## config.mk

```make
export PLATFORM = sky130hd
export DESIGN_NAME = color_list_parser_core
export DESIGN_NICKNAME = d
export VERILOG_FILES = /design/src/rtl/clp_pkg.sv /design/src/rtl/clp_front.sv /design/src/rtl/clp_queue.sv /design/src/rtl/clp_back.sv /design/src/rtl/color_list_parser_core.sv
export SDC_FILE = /design/constraint.sdc
export NUM_CORES = 1
export LEC_CHECK = 0
export BUFFER_PORTS_ARGS = -buffer_cell sky130_fd_sc_hd__buf_2
export CAP_MARGIN = 10
export CORE_ASPECT_RATIO = 0.75
export CORE_MARGIN = 5
export CORE_UTILIZATION = 55
export CTS_CLUSTER_DIAMETER = 30
export DETAILED_ROUTE_END_ITERATION = 8
export PLACE_DENSITY = 0.73
export SYNTH_ARGS = -nofsm -noshare
export SYNTH_HDL_FRONTEND = slang
export SYNTH_SLANG_ARGS = --single-unit
```

## constraint.sdc

```tcl
create_clock -name clk -period 6.7 [get_ports clk]
set_clock_uncertainty 0.15 [all_clocks]
set_input_delay 0.67 -clock clk [delete_from_list [all_inputs] [get_ports clk]]
set_output_delay 0.67 -clock clk [all_outputs]
set_load 0.05 [all_outputs]
```

## src/rtl/clp_pkg.sv

```systemverilog
// Shared types, constants and name tables for the color list parser.
`timescale 1ns / 1ps
`default_nettype none

package clp_pkg;

  // Token buffer capacity; length saturates one below it.
  localparam int TOKEN_CAPACITY = 32;
  localparam int TOK_LEN_W      = $clog2(TOKEN_CAPACITY);
  localparam logic [TOK_LEN_W-1:0] TOK_LEN_MAX = TOK_LEN_W'(TOKEN_CAPACITY - 1);

  localparam int NAME_COUNT = 8;
  localparam int NAME_SLOTS = 8;

  // Queue between front and back.
  localparam int QUEUE_DEPTH = 4;
  localparam int QPTR_W      = $clog2(QUEUE_DEPTH);
  localparam int QCNT_W      = $clog2(QUEUE_DEPTH + 1);

  localparam logic [7:0] MAX_COLORS_RESET = 8'd16;

  // Separator characters and the hash that opens a hex token.
  localparam logic [7:0] CH_NUL   = 8'h00;
  localparam logic [7:0] CH_SPACE = 8'h20;
  localparam logic [7:0] CH_COMMA = 8'h2C;
  localparam logic [7:0] CH_TAB   = 8'h09;
  localparam logic [7:0] CH_LF    = 8'h0A;
  localparam logic [7:0] CH_HASH  = 8'h23;

  localparam logic [7:0] DOUBLE_NIBBLE = 8'h11;
  localparam logic [7:0] ALPHA_OPAQUE  = 8'hFF;

  // Lower-case name letters, zero padded.
  localparam logic [7:0] NAME_TEXT [NAME_COUNT][NAME_SLOTS] = '{
    '{"v", "i", "o", "l", "e", "t", 8'h00, 8'h00},
    '{"b", "l", "u", "e", 8'h00, 8'h00, 8'h00, 8'h00},
    '{"g", "r", "e", "e", "n", 8'h00, 8'h00, 8'h00},
    '{"y", "e", "l", "l", "o", "w", 8'h00, 8'h00},
    '{"a", "m", "b", "e", "r", 8'h00, 8'h00, 8'h00},
    '{"o", "r", "a", "n", "g", "e", 8'h00, 8'h00},
    '{"r", "e", "d", 8'h00, 8'h00, 8'h00, 8'h00, 8'h00},
    '{"w", "h", "i", "t", "e", 8'h00, 8'h00, 8'h00}
  };

  localparam logic [2:0] NAME_LEN [NAME_COUNT] = '{
    3'd6, 3'd4, 3'd5, 3'd6, 3'd5, 3'd6, 3'd3, 3'd5
  };

  localparam logic [31:0] NAME_RGBA [NAME_COUNT] = '{
    32'h8B00FFFF, 32'h1A66FFFF, 32'h22DD22FF, 32'hFFD400FF,
    32'hFFB000FF, 32'hFF7A00FF, 32'hFF1E10FF, 32'hFFFFFFFF
  };

  // Finished token handed from front to back.
  typedef struct packed {
    logic        nul;       // token ended by NUL: end of list
    logic        color_ok;  // token parsed to a color
    logic [31:0] rgba;
  } tok_rec_t;

endpackage

`default_nettype wire

```

## src/rtl/clp_front.sv

```systemverilog
// Front end: takes text bytes, tracks token state, emits one request per separator.
`timescale 1ns / 1ps
`default_nettype none

module clp_front (
  input  wire logic              clk,
  input  wire logic              rst,
  input  wire logic [7:0]        char_in,
  input  wire logic              accept,
  output      logic              push,
  output      clp_pkg::tok_rec_t rec
);
  import clp_pkg::*;

  logic [TOK_LEN_W-1:0]  token_length;
  logic                  starts_with_hash;
  logic [31:0]           hex_digits;
  logic                  all_hex_so_far;
  logic [NAME_COUNT-1:0] name_candidates;

  logic                  sep;
  logic [7:0]            lc;
  logic                  is_hex;
  logic [3:0]            nib;
  logic [NAME_COUNT-1:0] cand_next;
  logic                  hex_ok;
  logic                  name_ok;
  logic [31:0]           name_color;
  logic [31:0]           hex_color;

  assign sep = (char_in == CH_NUL) || (char_in == CH_SPACE) || (char_in == CH_COMMA) ||
               (char_in == CH_TAB) || (char_in == CH_LF);

  always_comb begin
    is_hex = 1'b1;
    nib    = 4'd0;
    if (char_in >= "0" && char_in <= "9") begin
      nib = 4'(char_in - "0");
    end else if (char_in >= "a" && char_in <= "f") begin
      nib = 4'(char_in - "a" + 8'd10);
    end else if (char_in >= "A" && char_in <= "F") begin
      nib = 4'(char_in - "A" + 8'd10);
    end else begin
      is_hex = 1'b0;
    end
  end

  assign lc = (char_in >= "A" && char_in <= "Z") ? char_in + 8'd32 : char_in;

  // Drop a name once the position runs past it or the letter differs.
  always_comb begin
    cand_next = name_candidates;
    for (int i = 0; i < NAME_COUNT; i++) begin
      if (token_length >= TOK_LEN_W'(NAME_LEN[i])) begin
        cand_next[i] = 1'b0;
      end else if (NAME_TEXT[i][token_length[2:0]] != lc) begin
        cand_next[i] = 1'b0;
      end
    end
  end

  always_ff @(posedge clk) begin
    if (rst) begin
      token_length     <= '0;
      starts_with_hash <= 1'b0;
      hex_digits       <= '0;
      all_hex_so_far   <= 1'b1;
      name_candidates  <= '1;
    end else if (accept) begin
      if (sep) begin
        token_length     <= '0;
        starts_with_hash <= 1'b0;
        hex_digits       <= '0;
        all_hex_so_far   <= 1'b1;
        name_candidates  <= '1;
      end else if (token_length != TOK_LEN_MAX) begin
        if (token_length == '0 && char_in == CH_HASH) begin
          starts_with_hash <= 1'b1;
        end
        if (token_length != '0) begin
          if (is_hex) begin
            hex_digits <= {hex_digits[27:0], nib};
          end else begin
            all_hex_so_far <= 1'b0;
          end
        end
        name_candidates <= cand_next;
        token_length    <= token_length + 1'b1;
      end
    end
  end

  // Decide the finished token from the stored state.
  always_comb begin
    hex_color = hex_digits;
    hex_ok    = 1'b0;
    if (starts_with_hash && all_hex_so_far) begin
      if (token_length == TOK_LEN_W'(4)) begin
        hex_ok    = 1'b1;
        hex_color = {hex_digits[11:8], hex_digits[11:8], hex_digits[7:4], hex_digits[7:4],
                     hex_digits[3:0], hex_digits[3:0], ALPHA_OPAQUE};
      end else if (token_length == TOK_LEN_W'(7)) begin
        hex_ok    = 1'b1;
        hex_color = {hex_digits[23:0], ALPHA_OPAQUE};
      end else if (token_length == TOK_LEN_W'(9)) begin
        hex_ok    = 1'b1;
        hex_color = hex_digits;
      end
    end
  end

  always_comb begin
    name_ok    = 1'b0;
    name_color = '0;
    for (int i = NAME_COUNT - 1; i >= 0; i--) begin
      if (name_candidates[i] && token_length == TOK_LEN_W'(NAME_LEN[i])) begin
        name_ok    = 1'b1;
        name_color = NAME_RGBA[i];
      end
    end
  end

  assign push         = accept && sep;
  assign rec.nul      = (char_in == CH_NUL);
  assign rec.color_ok = (token_length != '0) && (starts_with_hash ? hex_ok : name_ok);
  assign rec.rgba     = starts_with_hash ? hex_color : name_color;

endmodule

`default_nettype wire

```

## src/rtl/clp_queue.sv

```systemverilog
// Short request queue between front and back.
`timescale 1ns / 1ps
`default_nettype none

module clp_queue (
  input  wire logic              clk,
  input  wire logic              rst,
  input  wire logic              push,
  input  wire clp_pkg::tok_rec_t din,
  input  wire logic              pop,
  output      clp_pkg::tok_rec_t dout,
  output      logic              full,
  output      logic              empty
);
  import clp_pkg::*;

  tok_rec_t            slots [QUEUE_DEPTH];
  logic [QPTR_W-1:0]   wr_ptr;
  logic [QPTR_W-1:0]   rd_ptr;
  logic [QCNT_W-1:0]   count;
  logic                do_push;
  logic                do_pop;

  assign full    = (count == QCNT_W'(QUEUE_DEPTH));
  assign empty   = (count == '0);
  assign do_push = push && !full;
  assign do_pop  = pop && !empty;
  assign dout    = slots[rd_ptr];

  always_ff @(posedge clk) begin
    if (do_push) begin
      slots[wr_ptr] <= din;
    end
  end

  always_ff @(posedge clk) begin
    if (rst) begin
      wr_ptr <= '0;
      rd_ptr <= '0;
      count  <= '0;
    end else begin
      if (do_push) begin
        wr_ptr <= (wr_ptr == QPTR_W'(QUEUE_DEPTH - 1)) ? '0 : wr_ptr + 1'b1;
      end
      if (do_pop) begin
        rd_ptr <= (rd_ptr == QPTR_W'(QUEUE_DEPTH - 1)) ? '0 : rd_ptr + 1'b1;
      end
      case ({do_push, do_pop})
        2'b10:   count <= count + 1'b1;
        2'b01:   count <= count - 1'b1;
        default: count <= count;
      endcase
    end
  end

endmodule

`default_nettype wire

```

## src/rtl/clp_back.sv

```systemverilog
// Back end: applies the color limit, counts colors, holds the result register.
`timescale 1ns / 1ps
`default_nettype none

module clp_back (
  input  wire logic              clk,
  input  wire logic              rst,
  input  wire logic              cfg_we,
  input  wire logic [7:0]        cfg_data,
  input  wire clp_pkg::tok_rec_t rec,
  input  wire logic              rec_avail,
  output      logic              pop,
  output      logic [31:0]       rgba,
  output      logic              color_valid,
  output      logic [7:0]        colors_so_far,
  output      logic              end_of_list,
  output      logic              out_valid,
  input  wire logic              out_stall
);
  import clp_pkg::*;

  logic [7:0] max_colors;
  logic [7:0] colors_found;
  logic [7:0] found_inc;
  logic       take;
  logic       emit;

  assign pop       = rec_avail && (!out_valid || !out_stall);
  assign take      = rec.color_ok && (colors_found < max_colors);
  assign emit      = rec.nul || take;
  assign found_inc = colors_found + 8'd1;

  always_ff @(posedge clk) begin
    if (rst) begin
      max_colors <= MAX_COLORS_RESET;
    end else if (cfg_we) begin
      max_colors <= cfg_data;
    end
  end

  always_ff @(posedge clk) begin
    if (rst) begin
      colors_found <= '0;
      out_valid    <= 1'b0;
    end else if (pop) begin
      out_valid <= emit;
      if (rec.nul) begin
        colors_found <= '0;
      end else if (take) begin
        colors_found <= found_inc;
      end
    end else if (out_valid && !out_stall) begin
      out_valid <= 1'b0;
    end
  end

  // Payload, no reset.
  always_ff @(posedge clk) begin
    if (pop) begin
      rgba          <= take ? rec.rgba : '0;
      color_valid   <= take;
      colors_so_far <= take ? found_inc : colors_found;
      end_of_list   <= rec.nul;
    end
  end

endmodule

`default_nettype wire

```

## src/rtl/color_list_parser_core.sv

```systemverilog
// Top level of the color list parser: front end, request queue, back end.
//
// Usage:
//   Input channel (in_valid / in_stall / char_in) carries one text byte per
//   request. Space, comma, tab, LF and NUL end a token; NUL also ends the list.
//   Output channel (out_valid / out_stall / rgba, color_valid, colors_so_far,
//   end_of_list) carries one result per color within max_colors, one per NUL.
//   Config channel (cfg_valid / cfg_ready / cfg_data) writes max_colors; it is
//   always ready and should only be written while the block is idle.
// Throughput: one byte per cycle while the queue is not full. Token state
//   updates in the front end; back end pops a request per cycle unless stalled.
// Path: a separator's request enters a queue slot when the byte is accepted;
//   the back end then pops it and registers the result in its output register.
// Stall: when out_stall holds, the output register keeps its result, the back
//   stops popping and the 4-entry queue fills; in_stall rises only when the
//   queue is full. Non-separator bytes still need a free slot to be taken.
// Reset (rst, synchronous): token state and color count clear, queue empties,
//   out_valid drops, max_colors returns to 16.
`timescale 1ns / 1ps
`default_nettype none

module color_list_parser_core (
  input  wire logic        clk,
  input  wire logic        rst,
  // text bytes
  input  wire logic        in_valid,
  output      logic        in_stall,
  input  wire logic [7:0]  char_in,
  // results
  output      logic        out_valid,
  input  wire logic        out_stall,
  output      logic [31:0] rgba,
  output      logic        color_valid,
  output      logic [7:0]  colors_so_far,
  output      logic        end_of_list,
  // max_colors register
  input  wire logic        cfg_valid,
  output      logic        cfg_ready,
  input  wire logic [7:0]  cfg_data
);
  import clp_pkg::*;

  logic     accept;
  logic     push;
  logic     pop;
  logic     q_full;
  logic     q_empty;
  tok_rec_t front_rec;
  tok_rec_t back_rec;

  // Stall only on a full queue so bytes flow while results wait.
  assign in_stall  = q_full;
  assign accept    = in_valid && !in_stall;
  assign cfg_ready = 1'b1;

  clp_front u_front (
    .clk     (clk),
    .rst     (rst),
    .char_in (char_in),
    .accept  (accept),
    .push    (push),
    .rec     (front_rec)
  );

  clp_queue u_queue (
    .clk   (clk),
    .rst   (rst),
    .push  (push),
    .din   (front_rec),
    .pop   (pop),
    .dout  (back_rec),
    .full  (q_full),
    .empty (q_empty)
  );

  clp_back u_back (
    .clk           (clk),
    .rst           (rst),
    .cfg_we        (cfg_valid && cfg_ready),
    .cfg_data      (cfg_data),
    .rec           (back_rec),
    .rec_avail     (!q_empty),
    .pop           (pop),
    .rgba          (rgba),
    .color_valid   (color_valid),
    .colors_so_far (colors_so_far),
    .end_of_list   (end_of_list),
    .out_valid     (out_valid),
    .out_stall     (out_stall)
  );

endmodule

`default_nettype wire
```

After elaboration in Yosys (flattened, before gate mapping)
Memories as Yosys holds them, arrays and structs flattened. A register that Yosys moved wholly into a read port is not among the register bits.
Cells that the tools add are included.
{ "op_classes": {"n_addsub": 12, "order_cmp": 13, "n_eq_ne": 26, "muxes": 90, "bitwise_logic": 1, "reduce_logical": 62} }
{ "ops": {"columns": ["operator", "count"], "rows": [
  ["2-to-1 mux 32 bit", 16],
  ["2-to-1 mux 8 bit", 21],
  ["inequality test 8 bit", 8],
  ["2-to-1 mux 1 bit", 43],
  ["AND reduction 3 bit", 9],
  ["equality test 8 x 6 -> 1 bit, second input constant", 3],
  ["<= comparator 8 x 7 -> 1 bit, second input constant", 3],
  ["nonzero test 3 bit", 8],
  ["logical AND 1 bit", 22],
  ["equality test 5 x 3 -> 1 bit, second input constant", 4],
  ["equality test 8 x 4 -> 1 bit, second input constant", 2],
  [">= comparator 8 x 7 -> 1 bit, second input constant", 2],
  [">= comparator 5 x 3 -> 1 bit, second input constant", 3],
  ["2-to-1 mux 4 bit", 3],
  ["nonzero test 2 bit", 6],
  ["subtractor 4 x 1 -> 4 bit, second input constant", 3],
  ["2-to-1 mux 5 bit", 2],
  ["adder 4 bit, second input constant", 2],
  ["adder 8 x 1 -> 8 bit, second input constant", 1],
  ["adder 8 x 6 -> 8 bit, second input constant", 1],
  [">= comparator 8 x 6 -> 1 bit, second input constant", 1],
  ["<= comparator 8 x 6 -> 1 bit, second input constant", 1],
  ["zero test 8 bit", 1],
  ["< comparator 8 bit", 1],
  ["23 further kinds", 38]
]} }
{ "word_totals": {"regBits": 113, "mem_bits_rw": 136, "romBits": 512, "output_inout_bits": 45, "word_cells": 235, "mem_count": 9} }
{ "mem_list": {"columns": ["memory", "words", "width", "rd", "rd_ports_with_merged_regs", "wr", "line_no", "rtl"], "rows": [
  ["u_queue.slots", 4, 34, 1, 1, 1, "clp_queue.sv:17", "tok_rec_t slots [QUEUE_DEPTH];"],
  ["(name not given)", 8, 8, 1, 0, 0, "clp_front.sv:56", "end else if (NAME_TEXT[i][token_length[2:0]] != lc) begin"],
  ["(name not given)", 8, 8, 1, 0, 0, "clp_front.sv:56", null],
  ["(name not given)", 8, 8, 1, 0, 0, "clp_front.sv:56", null],
  ["(name not given)", 8, 8, 1, 0, 0, "clp_front.sv:56", null],
  ["(name not given)", 8, 8, 1, 0, 0, "clp_front.sv:56", null],
  ["+3 memories", null, null, null, null, null, null, null]
]} }

Logic depth before layout (Yosys ltp)
{ "logic_depth": {"word_depth": 12, "ltp_mapped": 14, "ltp_nobuf": 13} }

Hierarchy
A second synthesis with hierarchy kept.
{ "hier_totals": {"hier_cells": 955, "hier_area_um2": 12022.8} }
{ "by_module_without_submodules": {"columns": ["module", "n_inst", "cells_per_inst", "area_per_inst_um2", "seq_area_each_um2"], "rows": [
  ["clp_queue", 1, 232, 5392.7, 4264.1],
  ["clp_front", 1, 508, 3978.8, 940.9],
  ["clp_back", 1, 211, 2622.5, 1601.5],
  ["color_list_parser_core", 1, 4, 28.8, 0.0]
]} }

Worst setup path before layout
No wires, ideal clock.
{ "synth_timing": {"path_kind": "register -> register", "startpoint": "reg u_queue.count[2]", "endpoint": "reg u_queue.count[2]", "setup_ns": 0.070, "arrival_time_ns": 3.226, "path_slack_ns": 3.254, "stages_incl_launch_ff": 11, "n_path_buf": 0, "synth_period_minus_slack_ns": 3.446, "cell_sequence": "dfxtp_1 > nor3b_1 > nand2b_1 > nor2_4 > inv_2 > ha_1 > inv_1 > fa_1 > xor2_1 > or3_1 > a21oi_1"} }
{ "synth_via": {"elab_chain_len": 7} }
{ "synth_rtl": {"columns": ["item", "line_no", "rtl"], "rows": [
  ["start: declaration", "clp_queue.sv:20", "logic [QCNT_W-1:0] count;"],
  ["start signal: assignment", "clp_queue.sv:49", "2'b10: count <= count + 1'b1;"],
  ["start signal: assignment", "clp_queue.sv:50", "2'b01: count <= count - 1'b1;"],
  ["start signal: assignment", "clp_queue.sv:51", "default: count <= count;"],
  ["equality test 3 bit (*)", "clp_queue.sv:24", "assign full = (count == QCNT_W'(QUEUE_DEPTH));"],
  ["named net in_stall", "color_list_parser_core.sv:27", "output logic in_stall,"],
  ["zero test 1 bit (*)", "clp_queue.sv:26, color_list_parser_core.sv:53", null],
  ["logical AND 1 bit", "color_list_parser_core.sv:53", "assign accept = in_valid && !in_stall;"],
  ["logical AND 1 bit", "clp_front.sv:123", "assign push = accept && sep;"],
  ["logical AND 1 bit (*)", "clp_queue.sv:26", "assign do_push = push && !full;"],
  ["equality test 2 x 1 -> 1 bit / equality test 2 bit (equally long branches)", "clp_queue.sv:48", "case ({do_push, do_pop})"],
  ["one-hot mux 3 bit (2 select lines) / nonzero test 2 bit (equally long branches)", null, null]
]} }
Mark *: on every way through the listed nets, which the timed path passes. The rest lies on a longest branch.
A chain may end at the register's enable or synchronous reset.

==> results.sh <==
export IMPL_clkSlewWorstSetupHoldPaths_ns=0.06
export IMPL_core_um2=21070
export IMPL_cts_buffers=37
export IMPL_slew_violations=0
export IMPL_timing_final_hold_violations=0
export IMPL_grt_antenna_before_repair=0
export IMPL_cp_max_fo=18
export IMPL_dp_hpwl_um=16920
export IMPL_dp_slack_ns=2.662
export IMPL_htree_levels=2
export IMPL_final_antenna_net_count=0
export IMPL_async_flop_share_pct=0
export IMPL_synth_nets=1005
export IMPL_syn_inst=952
export IMPL_drc_errors=0
export IMPL_p_int_mw=3.568
export IMPL_p_seq_share_pct=36.9
export IMPL_cts_tree="built"
export IMPL_slowest_stage="dfxtp_1"
export IMPL_seq_area_um2=6808
export IMPL_swShare_pct=32.77
export IMPL_syn_area_per_cell_um2=12.35
export IMPL_chipHeight_um=136.6
export IMPL_critical_path_class="reg2reg"
export IMPL_crit_arrival_ns=4.06
export IMPL_cp_start_kind="register"
export IMPL_ios=66
export IMPL_cellLeakagePower_nw=5.026
export IMPL_synth_flop_cell="edfxtp_1"
export IMPL_worst_pin_slew_ns=0.9599
export IMPL_fin_crit_ns=4.052
export IMPL_start_util_pct=55.81
export IMPL_root_buffer="clkbuf_16"
export IMPL_io_buffers=64
export IMPL_grt_total_usage_pct=22.06
export IMPL_final_nets=1062
export IMPL_clock_latency_ns=0.50
export IMPL_grt_pass1_wl_um=42450
export IMPL_ys_ff_latch=251
export IMPL_finalSetupViolCount=0
export IMPL_multiInputGateArea_um2=4554
export IMPL_comb_power_share_pct=24.7
export IMPL_cts_buffer_depth=3
export IMPL_drv_cap=0
export IMPL_layout_drive_gt1_share_pct=19.31
export IMPL_first_iter_violations=1108
export IMPL_tns_ns=0
export IMPL_overflow=0
export IMPL_yosysWarnings=0
export IMPL_place_gp_congestion=0.9168
export IMPL_clock_sinks=251
export IMPL_synth_edf_count=178
export IMPL_syn2layout_area_growth_pct=15.78
export IMPL_syn_area_um2=11760
export IMPL_synth_cell_types=77
export IMPL_wl_per_cell_um=20.16
export IMPL_fp_dieW_um=178.8
export IMPL_post_cts_resized=0
export IMPL_fin_ws_ns=2.648
export IMPL_nFillCells=1547
export IMPL_rsz0062_at_grt="false"
export IMPL_post_cts_repair_setup_buffers=0
export IMPL_grt_pass1_vias=7660
export IMPL_drt_wl_total_um=26690
export IMPL_hp_class="in2reg"
export IMPL_vias_per_cell=6.168
export IMPL_vias=8166
export IMPL_n_antenna_cell=0
export IMPL_switching_power_mw=1.740
export IMPL_cts_hold_buf=0
export IMPL_dieArea_um2=24430
export IMPL_powerDensity_nw_per_um2=389.9
export IMPL_rows=46
export IMPL_worst_ir_drop_vdd_v=0.0001903
export IMPL_final_core_util_pct=64.62
export IMPL_final_cell_mix="178 x edfxtp_1, 79 x nand2_1, 72 x dfxtp_1"
export IMPL_synth_yosys_seq_area_share_pct=57.89
export IMPL_crit_path_end_kind="register"
export IMPL_max_stage_delay_ns=0.74
export IMPL_grt_max_degree=46
export IMPL_finalCritPeriodShare_pct=60.48
export IMPL_outcome="completed"
export IMPL_required_ns=6.71
export IMPL_clockPowerShare_pct=38.4
export IMPL_slew_headroom_pct=36.01
export IMPL_layout_commonest_cell="edfxtp_1"
export IMPL_dr_pass1_iters=6
export IMPL_fmax_ghz=0.2468
export IMPL_worstPathCellList="inv_1, ha_1, nor4bb_2, buf_4, a32oi_1, a41oi_1, nor2_1, nand2_1"
==> layer usage <==
| metal | vias to the layer above | GRT usage (%) | wire length (um) |
|---|---|---|---|
| met1 | 3982 | 33.23 | 11910 |
| met4 | 0 | 6.178 | 587 |
| met2 | 377 | 33.51 | 12160 |
| li1 | 3748 | - | - |
| met3 | 59 | 3.507 | 2028 |
| met5 | - | 0 | 0 |
==> worst max-delay path, delay by kind of cell (launching register included) <==
kind	cells	cell delay, ns
AO/OA/AOI/OAI	2	0.55
adder cells (fa/ha/maj)	1	0.49
buffers and inverters	2	0.52
flip-flops	1	0.74
AND/OR/NAND/NOR	3	1.29
==> cells in the mapped netlist, drive strengths merged, types with 13 or more instances <==
cell type	instances	area, um2
a22o	33	289.0
clkbuf	36	135.1
a221o	13	130.1
nor3	20	111.4
o21ai	37	188.9
edfxtp	178	5345
nand2	80	307.8
buf	25	152.6
dfxtp	73	1461
xnor2	22	192.7
ha	31	387.9
and3	40	250.2
inv	29	111.4
a22oi	15	112.6
a21oi	46	230.2
mux4	34	765.7
nor2	71	276.5
==> flip-flops by register name, summed over array words and instances, names as in the netlist, 3 cells and up, named ones only <==
name                     cells
u_back.colors_found          8
u_back.colors_so_far         8
u_back.max_colors            8
u_back.rgba                 32
u_front.hex_digits          32
u_front.name_candidates      8
u_front.token_length         5
u_queue.count                3
u_queue.slots              136
==> cell type report <==
cell class | count | area share [%]
sequential | 251 | 50.01
multi-input combinational | 610 | 33.46
clock buffer | 40 | 7.114
timing repair buffer | 79 | 3.235
clock inverter | 26 | 2.693
tap | 288 | 2.647
inverter | 30 | 0.8456
==> final timing paths <==
path	startpoint	end	slack, ns	cells after the start
setup reg to reg	u_front.token_length[0]$_SDFFE_PP0P_	u_queue.slots[0][3]$_DFFE_PP_	2.65	8
hold / removal	cfg_data[4]	u_back.max_colors[4]$_SDFFE_PP1P_	0.25	3
setup / recovery	u_front.token_length[0]$_SDFFE_PP0P_	u_queue.slots[0][3]$_DFFE_PP_	2.65	8
hold reg to reg	u_front.hex_digits[31]$_SDFFE_PP0P_	u_front.hex_digits[31]$_SDFFE_PP0P_	0.34	1
==> power by group through the flow <==
stage,combinational [mW],clock (mW),sequential [mW]
6_report,1.31,2.04,1.96
5_1_grt,1.39,2.15,1.98
4_1_cts,1.31,2.07,1.96
3_5_place_dp,1.31,0,1.99
3_3_place_gp,1.29,0,1.98
2_1_floorplan,0.556,0,2.47
==> cell families after synthesis <==
kind of cell / synth area share (%)
simple gates: 12.41
flops: 57.89
compound gates: 13.00
buf+inv: 3.427
mux: 7.534
fa+ha+maj: 3.469
xor+xnor: 2.235
other cells: 0.03189
==> stage by stage <==
stage | instance area [um2] | hold slack, ns | total power, mW | cells
after floorplan | 11760 | 0.2990 | 3.023 | 952
after global placement | 12260 | 0.3148 | 3.274 | 1257
after detailed placement | 12260 | 0.3150 | 3.292 | 1257
after CTS | 13600 | 0.2404 | 5.341 | 1323
after global routing | 13610 | 0.2426 | 5.515 | 1324
final | 13610 | 0.2503 | 5.308 | 1324
No activity file was read; power rests on OpenSTA's default activity.
